[src/design/cks_pkg.sv]
// Shared types and constants for the 3x3 cross-kernel sharpen and edge filter.
package cks_pkg;

   localparam int MAX_WIDTH_DEF  = 1024;
   localparam int MAX_HEIGHT_DEF = 1024;

   localparam int CHAN_W     = 8;
   localparam int PIX_W      = 3 * CHAN_W;
   localparam int DIM_W      = 11;
   localparam int POS_W      = 10;
   localparam int CSR_ADDR_W = 4;
   localparam int CSR_DATA_W = 32;

   // register indexes, byte address is 4 * index
   localparam logic [1:0] REG_FRAME_WIDTH    = 2'd0;
   localparam logic [1:0] REG_FRAME_HEIGHT   = 2'd1;
   localparam logic [1:0] REG_FILTER_MODE    = 2'd2;
   localparam logic [1:0] REG_EDGE_THRESHOLD = 2'd3;

   localparam logic [DIM_W-1:0] FRAME_WIDTH_RST  = 11'd1024;
   localparam logic [DIM_W-1:0] FRAME_HEIGHT_RST = 11'd1024;

   localparam logic MODE_SHARPEN = 1'b0;
   localparam logic MODE_EDGE    = 1'b1;

   // results one input item can release, in delivery order
   localparam logic [2:0] RES_ABOVE = 3'b001;
   localparam logic [2:0] RES_LEFT  = 3'b010;
   localparam logic [2:0] RES_HERE  = 3'b100;

   typedef struct packed {
      logic [CHAN_W-1:0] pix_r;
      logic [CHAN_W-1:0] pix_g;
      logic [CHAN_W-1:0] pix_b;
   } cks_req_type;

   typedef struct packed {
      logic [CHAN_W-1:0] out_r;
      logic [CHAN_W-1:0] out_g;
      logic [CHAN_W-1:0] out_b;
      logic [POS_W-1:0]  out_row;
      logic [POS_W-1:0]  out_col;
      logic              run_last;
      logic              frame_done;
   } cks_rsp_type;

   typedef struct packed {
      logic [DIM_W-1:0]  frame_width;
      logic [DIM_W-1:0]  frame_height;
      logic              filter_mode;
      logic [CHAN_W-1:0] edge_threshold;
   } cks_cfg_type;

   // neighbors fetched from the two line stores for one item
   typedef struct packed {
      logic [PIX_W-1:0] up_m2;
      logic [PIX_W-1:0] up_0;
      logic [PIX_W-1:0] mid_m1;
      logic [PIX_W-1:0] mid_0;
      logic [PIX_W-1:0] mid_p1;
   } cks_window_type;

   typedef struct packed {
      logic [PIX_W-1:0] pix;
      logic [PIX_W-1:0] prev;
      cks_window_type   win;
      logic [POS_W-1:0] row;
      logic [POS_W-1:0] col;
      logic [2:0]       res_mask;
      logic             row_is0;
      logic             row_is1;
      logic             col_nz;
   } cks_step_type;

endpackage

[src/design/cks_emit.sv]
// Holds one item's neighborhood and issues its results through the kernel into the result register.
module cks_emit (
   input  logic                  clock,
   input  logic                  reset,
   input  logic                  step_valid,
   input  cks_pkg::cks_step_type step,
   input  cks_pkg::cks_cfg_type  cfg,
   output logic                  step_ready,
   output logic                  rsp_valid,
   input  logic                  rsp_ready,
   output cks_pkg::cks_rsp_type  rsp_data
);
   import cks_pkg::*;

   localparam logic [15:0] GRAY_R   = 16'd77;
   localparam logic [15:0] GRAY_G   = 16'd150;
   localparam logic [15:0] GRAY_B   = 16'd29;
   localparam logic [15:0] GRAY_RND = 16'd128;

   function automatic logic [CHAN_W-1:0] gray8(input logic [PIX_W-1:0] p);
      logic [15:0] acc;
      acc = 16'(p[23:16]) * GRAY_R + 16'(p[15:8]) * GRAY_G + 16'(p[7:0]) * GRAY_B + GRAY_RND;
      return acc[15:8];
   endfunction

   // gain*ct minus the four neighbors, clamped to 0..255
   function automatic logic [CHAN_W-1:0] cross8(
      input logic [CHAN_W-1:0] up,
      input logic [CHAN_W-1:0] lf,
      input logic [CHAN_W-1:0] ct,
      input logic [CHAN_W-1:0] rt,
      input logic [CHAN_W-1:0] dn,
      input logic              gain5
   );
      logic [11:0]        pos, neg;
      logic signed [11:0] diff;
      pos  = {2'b00, ct, 2'b00} + (gain5 ? 12'(ct) : 12'd0);
      neg  = 12'(up) + 12'(lf) + 12'(rt) + 12'(dn);
      diff = signed'(pos - neg);
      if (diff < 0) begin
         return '0;
      end else if (diff > 12'sd255) begin
         return '1;
      end
      return diff[CHAN_W-1:0];
   endfunction

   cks_step_type     step_ff;
   logic [2:0]       pend_ff, pend_in;
   logic [2:0]       lowest, remaining;
   logic             issue;
   logic             rsp_valid_ff, rsp_valid_in;
   cks_rsp_type      rsp_data_ff, res;
   logic [PIX_W-1:0] nb_up, nb_lf, nb_ct, nb_rt, nb_dn;
   logic [CHAN_W-1:0] g_val;

   assign lowest     = pend_ff & (~pend_ff + 3'd1);
   assign remaining  = pend_ff & ~lowest;
   assign issue      = (pend_ff != '0) && (!rsp_valid_ff || rsp_ready);
   assign step_ready = (pend_ff == '0) || (issue && (remaining == '0));

   always_comb begin
      if (step_valid) begin
         pend_in = step.res_mask;
      end else if (issue) begin
         pend_in = remaining;
      end else begin
         pend_in = pend_ff;
      end
   end

   // pick the neighborhood of the next result
   always_comb begin
      res.out_row    = step_ff.row;
      res.out_col    = step_ff.col;
      res.frame_done = 1'b0;
      res.run_last   = (remaining == '0);
      case (lowest)
         RES_ABOVE: begin
            nb_up       = step_ff.row_is1 ? step_ff.win.mid_0 : step_ff.win.up_0;
            nb_lf       = step_ff.win.mid_m1;
            nb_ct       = step_ff.win.mid_0;
            nb_rt       = step_ff.win.mid_p1;
            nb_dn       = step_ff.pix;
            res.out_row = step_ff.row - POS_W'(1);
         end
         RES_LEFT: begin
            nb_up       = step_ff.row_is0 ? step_ff.prev : step_ff.win.mid_m1;
            nb_lf       = step_ff.win.up_m2;
            nb_ct       = step_ff.prev;
            nb_rt       = step_ff.pix;
            nb_dn       = step_ff.prev;
            res.out_col = step_ff.col - POS_W'(1);
         end
         default: begin
            nb_up          = step_ff.row_is0 ? step_ff.pix : step_ff.win.mid_0;
            nb_lf          = step_ff.col_nz ? step_ff.prev : step_ff.pix;
            nb_ct          = step_ff.pix;
            nb_rt          = step_ff.pix;
            nb_dn          = step_ff.pix;
            res.frame_done = 1'b1;
         end
      endcase

      g_val = cross8(gray8(nb_up), gray8(nb_lf), gray8(nb_ct), gray8(nb_rt), gray8(nb_dn),
                     1'b0);
      if (cfg.filter_mode == MODE_EDGE) begin
         res.out_r = (g_val > cfg.edge_threshold) ? '1 : '0;
         res.out_g = res.out_r;
         res.out_b = res.out_r;
      end else begin
         res.out_r = cross8(nb_up[23:16], nb_lf[23:16], nb_ct[23:16], nb_rt[23:16],
                            nb_dn[23:16], 1'b1);
         res.out_g = cross8(nb_up[15:8], nb_lf[15:8], nb_ct[15:8], nb_rt[15:8],
                            nb_dn[15:8], 1'b1);
         res.out_b = cross8(nb_up[7:0], nb_lf[7:0], nb_ct[7:0], nb_rt[7:0],
                            nb_dn[7:0], 1'b1);
      end
   end

   assign rsp_valid_in = issue || (rsp_valid_ff && !rsp_ready);

   always_ff @(posedge clock) begin
      if (reset) begin
         pend_ff      <= '0;
         rsp_valid_ff <= 1'b0;
      end else begin
         pend_ff      <= pend_in;
         rsp_valid_ff <= rsp_valid_in;
      end
   end

   always_ff @(posedge clock) begin
      if (step_valid) begin
         step_ff <= step;
      end
      if (issue) begin
         rsp_data_ff <= res;
      end
   end

   assign rsp_valid = rsp_valid_ff;
   assign rsp_data  = rsp_data_ff;

`ifndef SYNTHESIS
   a_no_take_while_busy: assert property (@(posedge clock) disable iff (reset)
      ($countones(pend_ff) > 1) |-> !step_ready)
      else $error("item taken with results still queued");

   a_issue_fills_output: assert property (@(posedge clock) disable iff (reset)
      issue |=> rsp_valid_ff)
      else $error("issued result not presented");
`endif

endmodule

[config.mk]
export PLATFORM = sky130hd
export DESIGN_NAME = cks_emit
export DESIGN_NICKNAME = d
export VERILOG_FILES = /design/src/design/cks_pkg.sv /design/src/design/cks_emit.sv
export SDC_FILE = /design/constraint.sdc
export NUM_CORES = 2
export LEC_CHECK = 0
export BUFFER_PORTS_ARGS = -buffer_cell sky130_fd_sc_hd__buf_4
export CORE_UTILIZATION = 55
export DETAILED_ROUTE_END_ITERATION = 6
export GPL_TIMING_DRIVEN = 1
export HOLD_SLACK_MARGIN = 0.02
export MAX_ROUTING_LAYER = met4
export PLACE_DENSITY = 0.77
export SETUP_SLACK_MARGIN = 0.4
export SLEW_MARGIN = 40
export SYNTH_ARGS = -nofsm -noshare
export SYNTH_HDL_FRONTEND = slang
export SYNTH_SLANG_ARGS = --single-unit
[constraint.sdc]
create_clock -name clock -period 29 [get_ports clock]
set_clock_uncertainty 0.2 [all_clocks]
set_input_delay 2.9 -clock clock [delete_from_list [all_inputs] [get_ports clock]]
set_output_delay 2.9 -clock clock [all_outputs]
set_load 0.02 [all_outputs]
==> flow_results.org <==
** Worst setup path
- STA puts the critical path data arrival time at 15140 ps.
- STA classifies the critical path endpoint as a flop.
- The critical path in this run is classified as flop to flop.
- The largest single stage delay on the critical path is 800 ps.
- The slowest stage of the critical path belongs to the cell sky130_fd_sc_hd__o31ai_1.
- Along the worst path, the maximum fanout reaches 52.
- Startpoint Class :: flop
- Minimum setup slack among reg-to-reg paths :: 13920 ps
- For the worst setup path, the data required time is 29060 ps.

** Synthesis
- Most common cell in the netlist :: sky130_fd_sc_hd__inv_1
- Sorting the synthesized cells by area gives the leading types as sky130_fd_sc_hd__fa_1 (25%), sky130_fd_sc_hd__edfxtp_1 (23%), sky130_fd_sc_hd__ha_1 (22%).
- Dominant cell type by area after synthesis :: sky130_fd_sc_hd__fa_1
- Share of synthesized area occupied by flip-flops and latches :: 0.228
- For this run, the leading register cell type out of synthesis is sky130_fd_sc_hd__edfxtp_1.
- Syn_nets :: 4115
- For this run, the number of Yosys warnings is 0.
- Top cells by count, synth :: sky130_fd_sc_hd__inv_1 (640), sky130_fd_sc_hd__ha_1 (549), sky130_fd_sc_hd__fa_1 (389)
- Each instance of the synthesized netlist takes up on average 10.7 um^2.
- The share of synthesized area in the top cell type comes to 0.247.
- The cell area that synthesis handed to floorplanning was 0.0315 mm^2.
- Distinct cells, synth :: 67
- Counting flops with a built-in enable in the synthesized netlist gives 237.
- In this run, synthesis produced a sequential element count of 241.
- Synthesized netlist cell count :: 2948
- Async S/R FF share, synth :: 0

** Placement
- The HPWL after detailed placement is 75.1 mm.
- Input and output buffers added on the ports amount to 254.
- At the end of routability-driven placement, the weighted congestion stood at 0.979.
- Number of cells in the design after placement :: 3958
- Worst slack after detailed placement :: 13740 ps

** Route
- Detailed routing inserted a total of 22346 vias.
- First-pass detailed-route iteration total :: 5
- Starting DRC count in detailed routing :: 1617
- Wire length per cell :: 21.8 um
- For this run, design rule violations remaining after detail routing come to 0.
- Post-detailed-route count of antenna-violating nets :: 0
- Total Routed Length :: 87.3 mm
- Number of vias per cell after detailed routing :: 5.57

** Global route
- Entering global routing, the biggest net connects 125 pins.
- Number of antenna violations at the first check in global routing :: 4
- Total global routing overflow :: 0
- Global-route wire length before repair :: 130 mm
- In the global route stage, overall resource usage came out at 0.313.
- The via count of the first global-routing pass came to 22985.

** Status
- Status :: finished, final reports clean

** Timing
- Endpoints failing setup :: 0
- Adding up every negative setup slack in the final design gives 0 ps.
- After layout, the minimum clock period comes to 15080 ps.
- Highest attainable clock frequency :: 66.3 MHz
- The number of hold-slack violations in the final timing report is 0.
- Slew headroom :: 0.391
- Final-report max-slew violation count :: 0
- Final cycle utilization of the critical path :: 0.520
- At the pin with the least slew margin, the transition time is 906 ps.
- Final WS setup :: 13920 ps
- Setup repair after global routing missed its margin :: no

** Floorplanning
- The die is 241 um tall.
- Pin placement for this block handled 277 I/O pins.
- Die ar. :: 0.0583 mm^2
- The core region is 0.0565 mm^2.
- Measured along the x axis, the die boundary spans 241 um.
- Number of cell rows :: 87
- Starting utilization of the core area :: 0.558

** Clocking
- Root buffer cell :: sky130_fd_sc_hd__clkbuf_16
- CTS built an H-tree with a depth of 1.
- Buffers inserted during post-CTS setup optimization :: 0
- Post-CTS clock slew at the launch and capture registers of the worst setup and hold paths :: 60 ps
- For this design, the CTS-stage hold fixing added 0 buffers.
- Post-cts gate resize count :: 0
- Clock latency on the worst-skew pair, taken at its later pin, is 590 ps.
- Inserted Clock Buffers :: 26
- The longest clock path from root to sink contains 3 buffers.
- TritonCTS built the clock tree.
- Number of sinks driven by the clock tree :: 241

** Cells and area
- Counting the fill cells in the layout gives 4486.
- Of the cells placed in the final design, the portion with a size suffix greater than 1 is 0.129.
- Count of nets after finishing :: 4397
- Synth-to-layout area growth :: 12.7%
- Post-route non-filler standard cell count :: 4010

** Hold path
- Worst min path class :: flop to flop

** Run
- Max-cap viol count :: 0
## cell families (layout without fill, tap and decap cells)
group	Yosys count	in the layout	share of synthesized area
AO/OA/AOI/OAI	375	375	0.0755
other	0	4	0
multiplexers	118	118	0.0449
buffers and inverters	688	990	0.0825
XOR/XNOR	146	146	0.0406
AND/OR/NAND/NOR	442	442	0.0629
adder cells (fa/ha/maj)	938	938	0.465
flip-flops	241	241	0.228
## placed cells by master (no fill, tap or decap), types with 6 or more instances in the layout
master,count
sky130_fd_sc_hd__inv_1,640
sky130_fd_sc_hd__o31a_1,6
sky130_fd_sc_hd__xor2_1,39
sky130_fd_sc_hd__clkinv_2,6
sky130_fd_sc_hd__nand3_1,22
sky130_fd_sc_hd__o21ai_1,15
sky130_fd_sc_hd__mux2_2,18
sky130_fd_sc_hd__nand2b_1,9
sky130_fd_sc_hd__o31ai_1,8
sky130_fd_sc_hd__a21oi_2,7
sky130_fd_sc_hd__nand2_1,173
sky130_fd_sc_hd__o21ai_0,52
sky130_fd_sc_hd__nor3_1,27
sky130_fd_sc_hd__and3_1,8
sky130_fd_sc_hd__ha_1,549
sky130_fd_sc_hd__xnor2_1,107
sky130_fd_sc_hd__a21oi_1,118
sky130_fd_sc_hd__edfxtp_1,237
sky130_fd_sc_hd__clkbuf_16,27
sky130_fd_sc_hd__mux2i_1,83
sky130_fd_sc_hd__mux4_2,17
sky130_fd_sc_hd__nor2_1,121
sky130_fd_sc_hd__buf_4,298
sky130_fd_sc_hd__fa_1,389
sky130_fd_sc_hd__a211oi_1,22
sky130_fd_sc_hd__nor2b_1,38
sky130_fd_sc_hd__o21ai_2,6
sky130_fd_sc_hd__nor4_1,6
sky130_fd_sc_hd__o21a_1,36
sky130_fd_sc_hd__o21bai_1,18
sky130_fd_sc_hd__or2_2,12
sky130_fd_sc_hd__a21o_1,27
sky130_fd_sc_hd__or3_1,10
## final cells by class
class | instances | area (um^2) | area share
multi-input combinational | 2019 | 21800 | 0.614
inverter | 641 | 2410 | 0.0677
antenna | 4 | 10.0 | 0.000282
timing repair buffer | 301 | 2280 | 0.0643
tap | 756 | 946 | 0.0266
clock inverter | 16 | 188 | 0.00528
sequential | 241 | 7200 | 0.203
clock buffer | 32 | 683 | 0.0192
## state kept, by name, summed over array words and instances (netlist names)
| signal | count |
|---|---|
| rsp_data | 46 |
| step_ff | 191 |
| pend_ff | 3 |
| rsp_valid | 1 |
## worst max-delay path: cells and delay by family (launching register included)
family,cells,cell delay (ps)
compound gates,14,3350
xor+xnor,3,850
fa+ha+maj,15,6400
buf+inv,11,1890
flops,1,480
simple gates,7,1550
## path summary, 6_finish.rpt
check              start            to  depth (start not counted)
min reg2reg  step_ff[25]  rsp_data[21]                          1
min          step_ff[25]  rsp_data[21]                          1
max           pend_ff[1]  rsp_data[33]                         50
max reg2reg   pend_ff[1]  rsp_data[33]                         50
## routing by layer
metal | GRT usage | share of wire | vias to the layer above
met5 | - | 0 | -
met4 | 0.113 | 0.039 | 0
met3 | 0.0407 | 0.072 | 136
met2 | 0.499 | 0.47 | 806
met1 | 0.410 | 0.42 | 11108
li1 | - | - | 10296
## stage by stage
stage          cell area [um^2]   util  hold slack, ps
5_1_grt                   35500  0.629             367
3_3_place_gp              34500  0.611             334
2_1_floorplan             31500      -             312
4_1_cts                   35500  0.628             354
3_5_place_dp              34600  0.613             343
6_report                  35500  0.629             353
Power is left out: the tool's default activity adds up to more than one toggle a clock period on the data nets, which glitch-free logic cannot reach.
