--- src/design/cks_pkg.sv ---
// Shared types and constants for the 3x3 cross-kernel sharpen and edge filter.
package cks_pkg;

   localparam int MAX_WIDTH_DEF  = 1024;
   localparam int MAX_HEIGHT_DEF = 1024;

   localparam int CHAN_W     = 8;
   localparam int PIX_W      = 3 * CHAN_W;
   localparam int DIM_W      = 11;
   localparam int POS_W      = 10;
   localparam int CSR_ADDR_W = 4;
   localparam int CSR_DATA_W = 32;

   // register indexes, byte address is 4 * index
   localparam logic [1:0] REG_FRAME_WIDTH    = 2'd0;
   localparam logic [1:0] REG_FRAME_HEIGHT   = 2'd1;
   localparam logic [1:0] REG_FILTER_MODE    = 2'd2;
   localparam logic [1:0] REG_EDGE_THRESHOLD = 2'd3;

   localparam logic [DIM_W-1:0] FRAME_WIDTH_RST  = 11'd1024;
   localparam logic [DIM_W-1:0] FRAME_HEIGHT_RST = 11'd1024;

   localparam logic MODE_SHARPEN = 1'b0;
   localparam logic MODE_EDGE    = 1'b1;

   // results one input item can release, in delivery order
   localparam logic [2:0] RES_ABOVE = 3'b001;
   localparam logic [2:0] RES_LEFT  = 3'b010;
   localparam logic [2:0] RES_HERE  = 3'b100;

   typedef struct packed {
      logic [CHAN_W-1:0] pix_r;
      logic [CHAN_W-1:0] pix_g;
      logic [CHAN_W-1:0] pix_b;
   } cks_req_type;

   typedef struct packed {
      logic [CHAN_W-1:0] out_r;
      logic [CHAN_W-1:0] out_g;
      logic [CHAN_W-1:0] out_b;
      logic [POS_W-1:0]  out_row;
      logic [POS_W-1:0]  out_col;
      logic              run_last;
      logic              frame_done;
   } cks_rsp_type;

   typedef struct packed {
      logic [DIM_W-1:0]  frame_width;
      logic [DIM_W-1:0]  frame_height;
      logic              filter_mode;
      logic [CHAN_W-1:0] edge_threshold;
   } cks_cfg_type;

   // neighbors fetched from the two line stores for one item
   typedef struct packed {
      logic [PIX_W-1:0] up_m2;
      logic [PIX_W-1:0] up_0;
      logic [PIX_W-1:0] mid_m1;
      logic [PIX_W-1:0] mid_0;
      logic [PIX_W-1:0] mid_p1;
   } cks_window_type;

   typedef struct packed {
      logic [PIX_W-1:0] pix;
      logic [PIX_W-1:0] prev;
      cks_window_type   win;
      logic [POS_W-1:0] row;
      logic [POS_W-1:0] col;
      logic [2:0]       res_mask;
      logic             row_is0;
      logic             row_is1;
      logic             col_nz;
   } cks_step_type;

endpackage

--- src/design/cks_csr.sv ---
// Configuration register file behind the APB-style port.
module cks_csr (
   input  logic                            clock,
   input  logic                            reset,
   input  logic                            csr_psel,
   input  logic                            csr_penable,
   input  logic                            csr_pwrite,
   input  logic [cks_pkg::CSR_ADDR_W-1:0]  csr_paddr,
   input  logic [cks_pkg::CSR_DATA_W-1:0]  csr_pwdata,
   output logic [cks_pkg::CSR_DATA_W-1:0]  csr_prdata,
   output logic                            csr_pready,
   output cks_pkg::cks_cfg_type            cfg,
   output logic                            cfg_wr
);
   import cks_pkg::*;

   cks_cfg_type cfg_ff, cfg_in;
   logic [1:0]  reg_idx;

   assign reg_idx    = csr_paddr[CSR_ADDR_W-1:2];
   assign cfg_wr     = csr_psel && csr_penable && csr_pwrite;
   assign csr_pready = 1'b1;
   assign cfg        = cfg_ff;

   always_comb begin
      cfg_in = cfg_ff;
      if (cfg_wr) begin
         unique case (reg_idx)
            REG_FRAME_WIDTH:    cfg_in.frame_width    = csr_pwdata[DIM_W-1:0];
            REG_FRAME_HEIGHT:   cfg_in.frame_height   = csr_pwdata[DIM_W-1:0];
            REG_FILTER_MODE:    cfg_in.filter_mode    = csr_pwdata[0];
            REG_EDGE_THRESHOLD: cfg_in.edge_threshold = csr_pwdata[CHAN_W-1:0];
            default:            cfg_in = cfg_ff;
         endcase
      end
   end

   always_comb begin
      unique case (reg_idx)
         REG_FRAME_WIDTH:    csr_prdata = CSR_DATA_W'(cfg_ff.frame_width);
         REG_FRAME_HEIGHT:   csr_prdata = CSR_DATA_W'(cfg_ff.frame_height);
         REG_FILTER_MODE:    csr_prdata = CSR_DATA_W'(cfg_ff.filter_mode);
         REG_EDGE_THRESHOLD: csr_prdata = CSR_DATA_W'(cfg_ff.edge_threshold);
         default:            csr_prdata = '0;
      endcase
   end

   always_ff @(posedge clock) begin
      if (reset) begin
         cfg_ff.frame_width    <= FRAME_WIDTH_RST;
         cfg_ff.frame_height   <= FRAME_HEIGHT_RST;
         cfg_ff.filter_mode    <= MODE_SHARPEN;
         cfg_ff.edge_threshold <= '0;
      end else begin
         cfg_ff <= cfg_in;
      end
   end

endmodule

--- config.mk ---
export PLATFORM = sky130hd
export DESIGN_NAME = cks_csr
export DESIGN_NICKNAME = d
export VERILOG_FILES = /design/src/design/cks_pkg.sv /design/src/design/cks_csr.sv
export SDC_FILE = /design/constraint.sdc
export NUM_CORES = 1
export LEC_CHECK = 0
export ABC_AREA = 1
export BUFFER_PORTS_ARGS = -buffer_cell sky130_fd_sc_hd__buf_4
export CORE_MARGIN = 4
export CORE_UTILIZATION = 45
export DETAILED_ROUTE_END_ITERATION = 7
export PLACE_DENSITY_LB_ADDON = 0.25
export SLEW_MARGIN = 20
export SYNTH_ARGS = -nofsm -noshare
export SYNTH_HDL_FRONTEND = slang
export SYNTH_SLANG_ARGS = --single-unit
--- constraint.sdc ---
create_clock -name clock -period 1.1 [get_ports clock]
set_input_delay 0.165 -clock clock [delete_from_list [all_inputs] [get_ports clock]]
set_output_delay 0.165 -clock clock [all_outputs]
set_load 0.02 [all_outputs]
==> results.md, run 1 <==
- Crit path from: csr_paddr[2]
- Clk root buf: clkbuf_8
- Multi-input logic area: between 800 and 900 sq um
- Mux cell area share after synthesis: 0%
- Crit start category: primary input
- Dpl hpwl: ~3100 microns
- Async set-reset flop share out of synthesis: 0%
- I/O pin cnt: around 110
- Pre-CTS WS: -0.184 ns
- Sequential cell area: approximately 650 sq um
- Synthesized area: about 0.0016 sq mm
- Vias: ~1800
- Most frequent cells after synthesis: 61 x nor2_1, 59 x nand2_1, 38 x nand3_1
- Ant. Diodes: 0
- CP peak stage delay: ~0.21 ns
- RSZ-0062 raised after global routing: true
- Die height: 68.5 microns
- Max-cap viol count: 0
- Fin crit period: between 1 and 1.5 ns
- Largest family of logic cells by synthesized area: simple AND/OR/NAND/NOR gates
- CP arrival: ~0.96 ns
- Final slew viol count: 0
- Flop2flop setup slack: 0.37 ns
- Achievable frequency: between 0.8 and 0.9 GHz
- CP max FO: 8
- Remaining DRCs: 0
- Num CTS Buffers: 5
- Initial antenna violation count: 0
- Nets: about 380
- Most common flop cell mapped by yosys: dfxtp_1
- Die span in x: around 70 microns
- Reg2Reg Launch Point: cfg[30]
- Hold buffers post-CTS: 0
- Lkg Pwr: 1.29 nW
- CTS tree: done
- Synth Area in Simple Gates: roughly two fifths
- Antenna Violating Nets Remaining: 0
- Setup-failing EPs final: 2
- Tcrit/Tclk final: 102%
- Routability congestion estimate: about 0.86
- Clock buffer depth: 2
- Final WL: about 4500 microns
- Die area: approximately 0.0047 sq mm
- # fillers: roughly 290
- Largest net degree at the start of global routing: 32
- R2r endpoint: cfg[30]
- Port bufs: 60
- Max reg flops: 31
- XOR/XNOR share of the synthesized area: 0%
- Compound-Gate Fraction of Synth Area: ~2.5%
- Core ar.: around 0.0034 sq mm
- Sequential fraction of the synthesis area: a little under two fifths
- Crit Path Class: in2out
- Crit path to: csr_prdata[8]
- Initial drt markers: about 100
- Via density: 4.67
- CP Cell Sequence: buf_8 -> buf_6 -> inv_4 -> nor2_4 -> buf_6 -> a22o_1 -> buf_6
- EDFF count, synth: 0
- First-pass GRT wire length: slightly above 7000 microns
- Syn_area_per_cell: 6.52 sq um
- Tot Pwr: between 2 and 2.5 mW
- Hold WC Path Type: in2reg
- Dominant cells by area after synthesis: dfxtp_1 38%, nor2_1 14%, nand2_1 13%, buf_4 12%, nand3_1 12%
- GRT Util Overall: between 20 and 25%
- Layout cells sized above 1: 42.2%
- Post-synth cell types: 19
- Endpoint class of the critical path: output pin
- Peak supply drop: between 0.6 and 0.7 mV
- Clk_lat worst skew: 0.28 ns
- Synth Register Bits: 31
- Slowest CP cell: a22o_1
- Gate Count Post-Synth: around 250
- CP Data Required Time: 0.94 ns
- Hold path cells: 3
- Number of H-tree levels: 2
- Post-route setup slack: -0.0246 ns
- Most used cell, CP: buf_6
- Most used standard cell by instance count after synthesis: nor2_1
- Grt ovf: 0
- Final hold violations: 0
- Initial core utilization: a little under half
- Failing checks: setup timing
- Yosys top cell area share: 37.6%
- Clock skew: 0 ns
- Synth Area in Adders: 0%
- Area growth syn-to-layout: 51.7%
- Yosys warning count: 0
- Routed WL per cell: between 10 and 15 microns
- Vias in the first global route: about 1700
- CTS sink count: 31
- Site row count: 21
- First-pass DRT Iterations: 4
- Status: finished, violations left
- Reg2Reg Depth: 3
- PD cells: 996 mW/mm^2
- Top cell type by total area after synthesis: dfxtp_1
- Reg clk slew, reported paths: about 0.060 ns
metrics by stage:
step	TNS [ns]	hold WS, ns	utilization [%]	cell area [sq um]	cells
after global placement	-2.17	0.391	63.6	2190	365
after floorplan	0	0.291	-	1720	273
final	-0.0469	0.120	72.7	2500	380
after CTS	-0.0462	0.112	71.4	2460	380
after detailed placement	-2.79	0.402	63.6	2190	365
after global routing	-0.198	0.127	72.7	2500	380
final cells by class:
class                           count  share of cell area, %
Clock buffer                        6                   2.90
Multi-Input combinational cell    192                   35.4
Tap cell                           46                   2.30
Timing Repair Buffer               90                   31.1
Inverter                           15                   2.45
Sequential cell                    31                   25.9
repair_timing:
| item | 4_1_cts | 5_1_grt |
|---|---|---|
| gates cloned | 1 | 0 |
| setup endpoints to repair | 11 | 19 |
| gates resized for setup | 39 | 23 |
| pin swaps | 8 | 9 |
| setup buffers | 8 | 0 |
how the worst min path moves through the flow:
stage	endpoint	start	slack, ns
detailed placement	cfg[19]	csr_pwdata[10]	0.40
floorplan	cfg[19]	csr_pwdata[10]	0.29
global placement	cfg[19]	csr_pwdata[10]	0.39
global route	cfg[19]	csr_pwdata[10]	0.13
CTS	cfg[19]	csr_pwdata[10]	0.11
finish	cfg[19]	csr_pwdata[10]	0.12
per-layer routing:
metal | vias up | global-route usage [%] | part of all wire, %
li1 | 902 | - | -
met1 | 811 | 23.6 | 41
met2 | 55 | 35.6 | 50
met3 | 6 | 5.35 | 7.6
met4 | 0 | 7.20 | 1.0
met5 | - | 0 | 0
critical path: cells and delay by family:
kind | cells | cell delay [ns]
buffers and inverters | 5 | 0.54
AND/OR/NAND/NOR | 1 | 0.04
AO/OA/AOI/OAI | 1 | 0.21
power by group:
part | switching, mW | total (mW) | internal [mW]
registers | 0.0199 | 1.17 | 1.15
logic | 0.308 | 0.529 | 0.221
clock network | 0.371 | 0.791 | 0.420
layout by cell type, fill, tap and decap left out, drive strengths merged:
master	Yosys	layout
buf	34	90
nor2	64	64
nand2	60	60
nand3	39	39
dfxtp	31	31
conb	2	22
inv	15	15
clkbuf	1	6
a22o	3	3
o21ai	2	2
nand4	1	1
a21oi	1	1
cell families after synthesis:
group / count (synthesis)
other: 2
AO/OA/AOI/OAI: 6
buffers and inverters: 50
flip-flops: 31
AND/OR/NAND/NOR: 164
No activity file was read; power rests on OpenSTA's default activity.
==> inputs of run 2 (changes only) <==
--- a/config.mk
+++ b/config.mk
@@ -8,10 +8,10 @@
 export ABC_AREA = 1
 export BUFFER_PORTS_ARGS = -buffer_cell sky130_fd_sc_hd__buf_4
 export CORE_MARGIN = 4
-export CORE_UTILIZATION = 45
+export CORE_UTILIZATION = 47
+export CTS_BUF_LIST = sky130_fd_sc_hd__clkbuf_4
 export DETAILED_ROUTE_END_ITERATION = 7
 export PLACE_DENSITY_LB_ADDON = 0.25
-export SLEW_MARGIN = 20
 export SYNTH_ARGS = -nofsm -noshare
 export SYNTH_HDL_FRONTEND = slang
 export SYNTH_SLANG_ARGS = --single-unit
==> results.md, run 2 (synthesized netlist as in run 1, its figures left out) <==
- Achievable frequency: 0.848 GHz
- Via density: 4.70
- CP arrival: around 1 ns
- HP Start: csr_pwdata[10]
- Flop2flop setup slack: slightly above 0.3 ns
- Most frequent cells in the layout: 61 x nor2_1, 52 x buf_4, 50 x nand2_1
- Vias in the first global route: approximately 1600
- CP max FO: 2
- Hold WC Path Type: in2reg
- Reg clk slew, reported paths: around 0.10 ns
- Crit path buf inv count: 1
- GRT Util Overall: between 20% and 30%
- Reg2Reg Depth: 4
- Peak supply drop: 0.590 mV
- Hold path cells: 3
- Layout cells sized above 1: 44.9%
- Slowest CP cell: dfxtp_2
- Reg2Reg Launch Point: cfg[2]
- Routability congestion estimate: approximately 0.77
- Tot Pwr: around 2.4 mW
- Nets: around 380
- Status: finished, violations left
- Largest net degree at the start of global routing: 32
- Clk_lat worst skew: between 0.3 and 0.4 ns
- Num CTS Buffers: 5
- Setup-failing EPs final: 11
- Worst Hold End: cfg[19]
- Max-cap viol count: 0
- Clk root buf: clkbuf_4
- CTS sink count: 31
- Die height: just under 70 microns
- Most common library cell in the layout ignoring fill and taps: nor2_1
- Initial core utilization: between 40 and 50%
- Endpoint class of the critical path: output pin
- Tcrit/Tclk final: 107%
- Fin crit period: between 1 and 1.5 ns
- Multi-input logic area: 863 sq um
- Clock skew: 0 ns
- CP peak stage delay: about 0.34 ns
- Crit start category: register
- Site row count: 21
- Die area: roughly 0.0045 sq mm
- Hold buffers post-CTS: 0
- CP Data Required Time: approximately 0.94 ns
- CTS tree: done
- First-pass GRT wire length: just over 7000 microns
- Ant. Diodes: 0
- Vias: 1796
- RSZ-0062 raised after global routing: true
- Dpl hpwl: a little under 3000 microns
- # fillers: approximately 290
- First-pass DRT Iterations: 4
- Final Core Density: around 75%
- Core ar.: 0.00336 sq mm
- Area growth syn-to-layout: 53.3%
- Sequential cell area: ~660 sq um
- PD cells: ~930 mW/mm^2
- Final hold violations: 0
- I/O pin cnt: 106
- Final slew viol count: 0
- Grt ovf: 0
- Antenna Violating Nets Remaining: 0
- Largest delay share family, worst path: flip-flops
- Remaining DRCs: 0
- Routed WL per cell: 11.9 microns
- CP Cell Sequence: nand2_1 -> nand4_1 -> buf_4
- Failing checks: setup timing
- Post-route setup slack: -0.0787 ns
- Final WL: approximately 4500 microns
- R2r endpoint: cfg[2]
- Initial drt markers: about 200
- Initial antenna violation count: 0
- Crit Path Class: reg2out
- Port bufs: 60
- Clock buffer depth: 2
- Lkg Pwr: about 1.3 nW
- Number of H-tree levels: 2
- Max reg flops: 31
- Die span in x: 67.2 microns
run 2: cell count changes in the layout (fill, tap and decap cells not counted), sizes merged:
cell / delta
clkinv: +1
clkbuf: +1
run 2: what timing repair did:
item | in CTS | in global routing
pin swaps | 10 | 5
buffers inserted | 14 | 3
setup endpoints to repair | 11 | 23
gates resized for setup | 59 | 22
run 2: how the worst max path moves through the flow:
stage	start	endpoint	slack, ns	depth (start not counted)
2_1_floorplan	csr_paddr[3]	csr_prdata[8]	0.19	3
4_1_cts	cfg[28]	csr_prdata[8]	-0.09	2
5_1_grt	cfg[0]	csr_prdata[0]	-0.13	3
3_5_place_dp	csr_paddr[3]	csr_prdata[0]	-0.03	6
3_3_place_gp	csr_paddr[3]	csr_prdata[0]	-0.0002	6
6_report	cfg[8]	csr_prdata[0]	-0.08	3
run 2: through the flow:
stage	setup WS, ns	std cells	hold WS [ns]	TNS [ns]	area, sq um
6_report	-0.0787	382	0.0561	-0.417	2530
5_1_grt	-0.134	382	0.0585	-1.07	2530
4_1_cts	-0.0871	379	0.0465	-0.527	2430
3_5_place_dp	-0.0263	357	0.397	-0.129	2120
3_3_place_gp	-0.000238	357	0.387	-0.000238	2120
2_1_floorplan	0.186	273	0.291	0	1720
run 2: cell type report:
class | instances | area share (%)
inverters | 15 | 2.23
clock inverters | 1 | 0.198
repair buffers | 90 | 33.1
multi-input cells | 192 | 34.1
well taps | 46 | 2.28
flip-flops and latches | 31 | 26.0
clock buffers | 7 | 2.08
run 2: where the power goes:
part | internal (mW) | switching (mW)
combinational | 0.197 | 0.295
clock | 0.298 | 0.391
sequential | 1.15 | 0.0199
total | 1.65 | 0.706
run 2: tightest hold or removal path, cell delays in order:
cell and delay (ns):
buf_4 0.08, nand2_1 0.04, nand3_1 0.06
run 2: metal layers:
metal	share of wire [%]	GRT usage (%)	routed length, microns
met4	1.5	7.85	66
met2	51	35.1	2320
met3	8.9	5.66	404
met1	38	26.3	1740
met5	0	0	0
==> inputs of run 3 (changes only) <==
--- a/config.mk
+++ b/config.mk
@@ -12,6 +12,8 @@
 export CTS_BUF_LIST = sky130_fd_sc_hd__clkbuf_4
 export DETAILED_ROUTE_END_ITERATION = 7
 export PLACE_DENSITY_LB_ADDON = 0.25
+export SKIP_CTS_REPAIR_TIMING = 1
+export SKIP_LAST_GASP = 1
 export SYNTH_ARGS = -nofsm -noshare
 export SYNTH_HDL_FRONTEND = slang
 export SYNTH_SLANG_ARGS = --single-unit
==> results.md, run 3 (synthesized netlist as in run 1, its figures left out) <==
- Status: finished, violations left
- Failing checks: setup timing
- Site row count: 21
- Max-cap viol count: 0
- Initial core utilization: between 40% and 50%
- Sequential share of power: around half
- Antenna Violating Nets Remaining: 0
- Initial drt markers: ~150
- Final slew viol count: 0
- CP Data Required Time: roughly 0.94 ns
- Pre-CTS WS: -0.0263 ns
- I/O pin cnt: between 100 and 150
- Tot Pwr: approximately 2.3 mW
- CP arrival: 1.02 ns
- Switch share: 29.7%
- Routability congestion estimate: approximately 0.77
- Clock buffer depth: 2
- RSZ-0062 raised after global routing: true
- Net Sw Power: around 0.7 mW
- Final hold violations: 0
- Lkg Pwr: between 1 and 1.5 nW
- Tcrit/Tclk final: 107%
- Die span in x: between 60 and 70 microns
- First-pass GRT wire length: ~6500 microns
- Largest net degree at the start of global routing: 32
- Nets: approximately 360
- Clock share of power: between 20% and 30%
- Endpoint class of the critical path: output pin
- Die height: about 67 microns
- Reg clk slew, reported paths: roughly 0.10 ns
- Most common library cell in the layout ignoring fill and taps: buf_4
- Layout cells sized above 1: between 40% and 50%
- Dpl hpwl: just under 3000 microns
- Clk root buf: clkbuf_4
- Core ar.: between 0.003 and 0.004 sq mm
- Vias in the first global route: 1436
- Port bufs: 60
- Hold_ws: between 0.05 and 0.06 ns
- Grt ovf: 0
- Final WL: about 4300 microns
- Remaining DRCs: 0
- Post-Place Cells: between 300 and 400
- PD cells: slightly below 1000 mW/mm^2
- Setup-failing EPs final: 13
- Peak supply drop: 0.707 mV
- Initial antenna violation count: 0
- CTS sink count: 31
- Via density: around 4.7
- Crit Path Class: reg2out
- CP max FO: 3
- Routed WL per cell: 11.7 microns
- Area growth syn-to-layout: 41.2%
- Post-route setup slack: -0.0803 ns
- First-pass DRT Iterations: 4
- Most frequent cells in the layout: 65 x buf_4, 61 x nor2_1, 53 x nand2_1
- Num CTS Buffers: 5
- CTS tree: done
- Ant. Diodes: 0
- Internal cell power: 1.62 mW
- Max reg flops: 31
- Clk_lat worst skew: approximately 0.32 ns
- Number of H-tree levels: 2
- Flop2flop setup slack: roughly 0.38 ns
- Comb pwr share: between 10% and 20%
- GRT Util Overall: 19.2%
- Die area: 0.00452 sq mm
- Vias: about 1700
- Hold WC Path Type: in2reg
- Clock skew: 0 ns
- Fin crit period: approximately 1.2 ns
- Crit start category: register
- Post-Layout Cell Count: about 370
- Achievable frequency: approximately 0.85 GHz
-- run 3: cell type report --
cell class / count / area (sq um)
Timing Repair Buffer: 77 / 641
Tap cell: 46 / 57.6
Clock buffer: 7 / 52.6
Sequential cell: 31 / 661
Clock inverter: 1 / 5.00
Fill cell: 319 / 1030
Multi-Input combinational cell: 192 / 856
Inverter: 15 / 56.3
-- run 3: power groups by stage --
stage	Sequential [mW]	Combinational [mW]	Clock, mW
2_1_floorplan	1.22	0.300	0
3_3_place_gp	1.19	0.435	0
3_5_place_dp	1.19	0.440	0
4_1_cts	1.17	0.440	0.711
5_1_grt	1.17	0.500	0.753
6_report	1.17	0.459	0.677
-- run 3: layer usage --
layer	share of wire [%]	wire [microns]	GRT usage, %	up-vias
met1	40	1720	23.1	775
met4	0.97	42	5.57	0
met5	0	0	0	-
met2	51	2200	33.4	61
li1	-	-	-	879
met3	8.1	351	5.32	5
-- run 3: metrics by stage --
stage	cell area (sq um)	util (%)	setup TNS, ns
2_1_floorplan	1720	-	0
3_3_place_gp	2120	63.0	-0.000238
3_5_place_dp	2120	63.0	-0.129
4_1_cts	2180	64.7	-1.03
5_1_grt	2330	69.2	-1.07
6_report	2330	69.2	-0.407
-- run 3: final timing paths --
| kind | start | endpoint | depth (start not counted) |
|---|---|---|---|
| worst min register to register | cfg[3] | cfg[3] | 2 |
| worst max register to register | cfg[30] | cfg[30] | 3 |
| worst max-delay path | cfg[28] | csr_prdata[8] | 2 |
| worst min-delay path | csr_pwdata[10] | cfg[19] | 3 |
-- run 3: critical path, cell delays in order (launching register included) --
cell and delay, ns:
dfxtp_2 0.34, a22o_1 0.21, buf_6 0.13
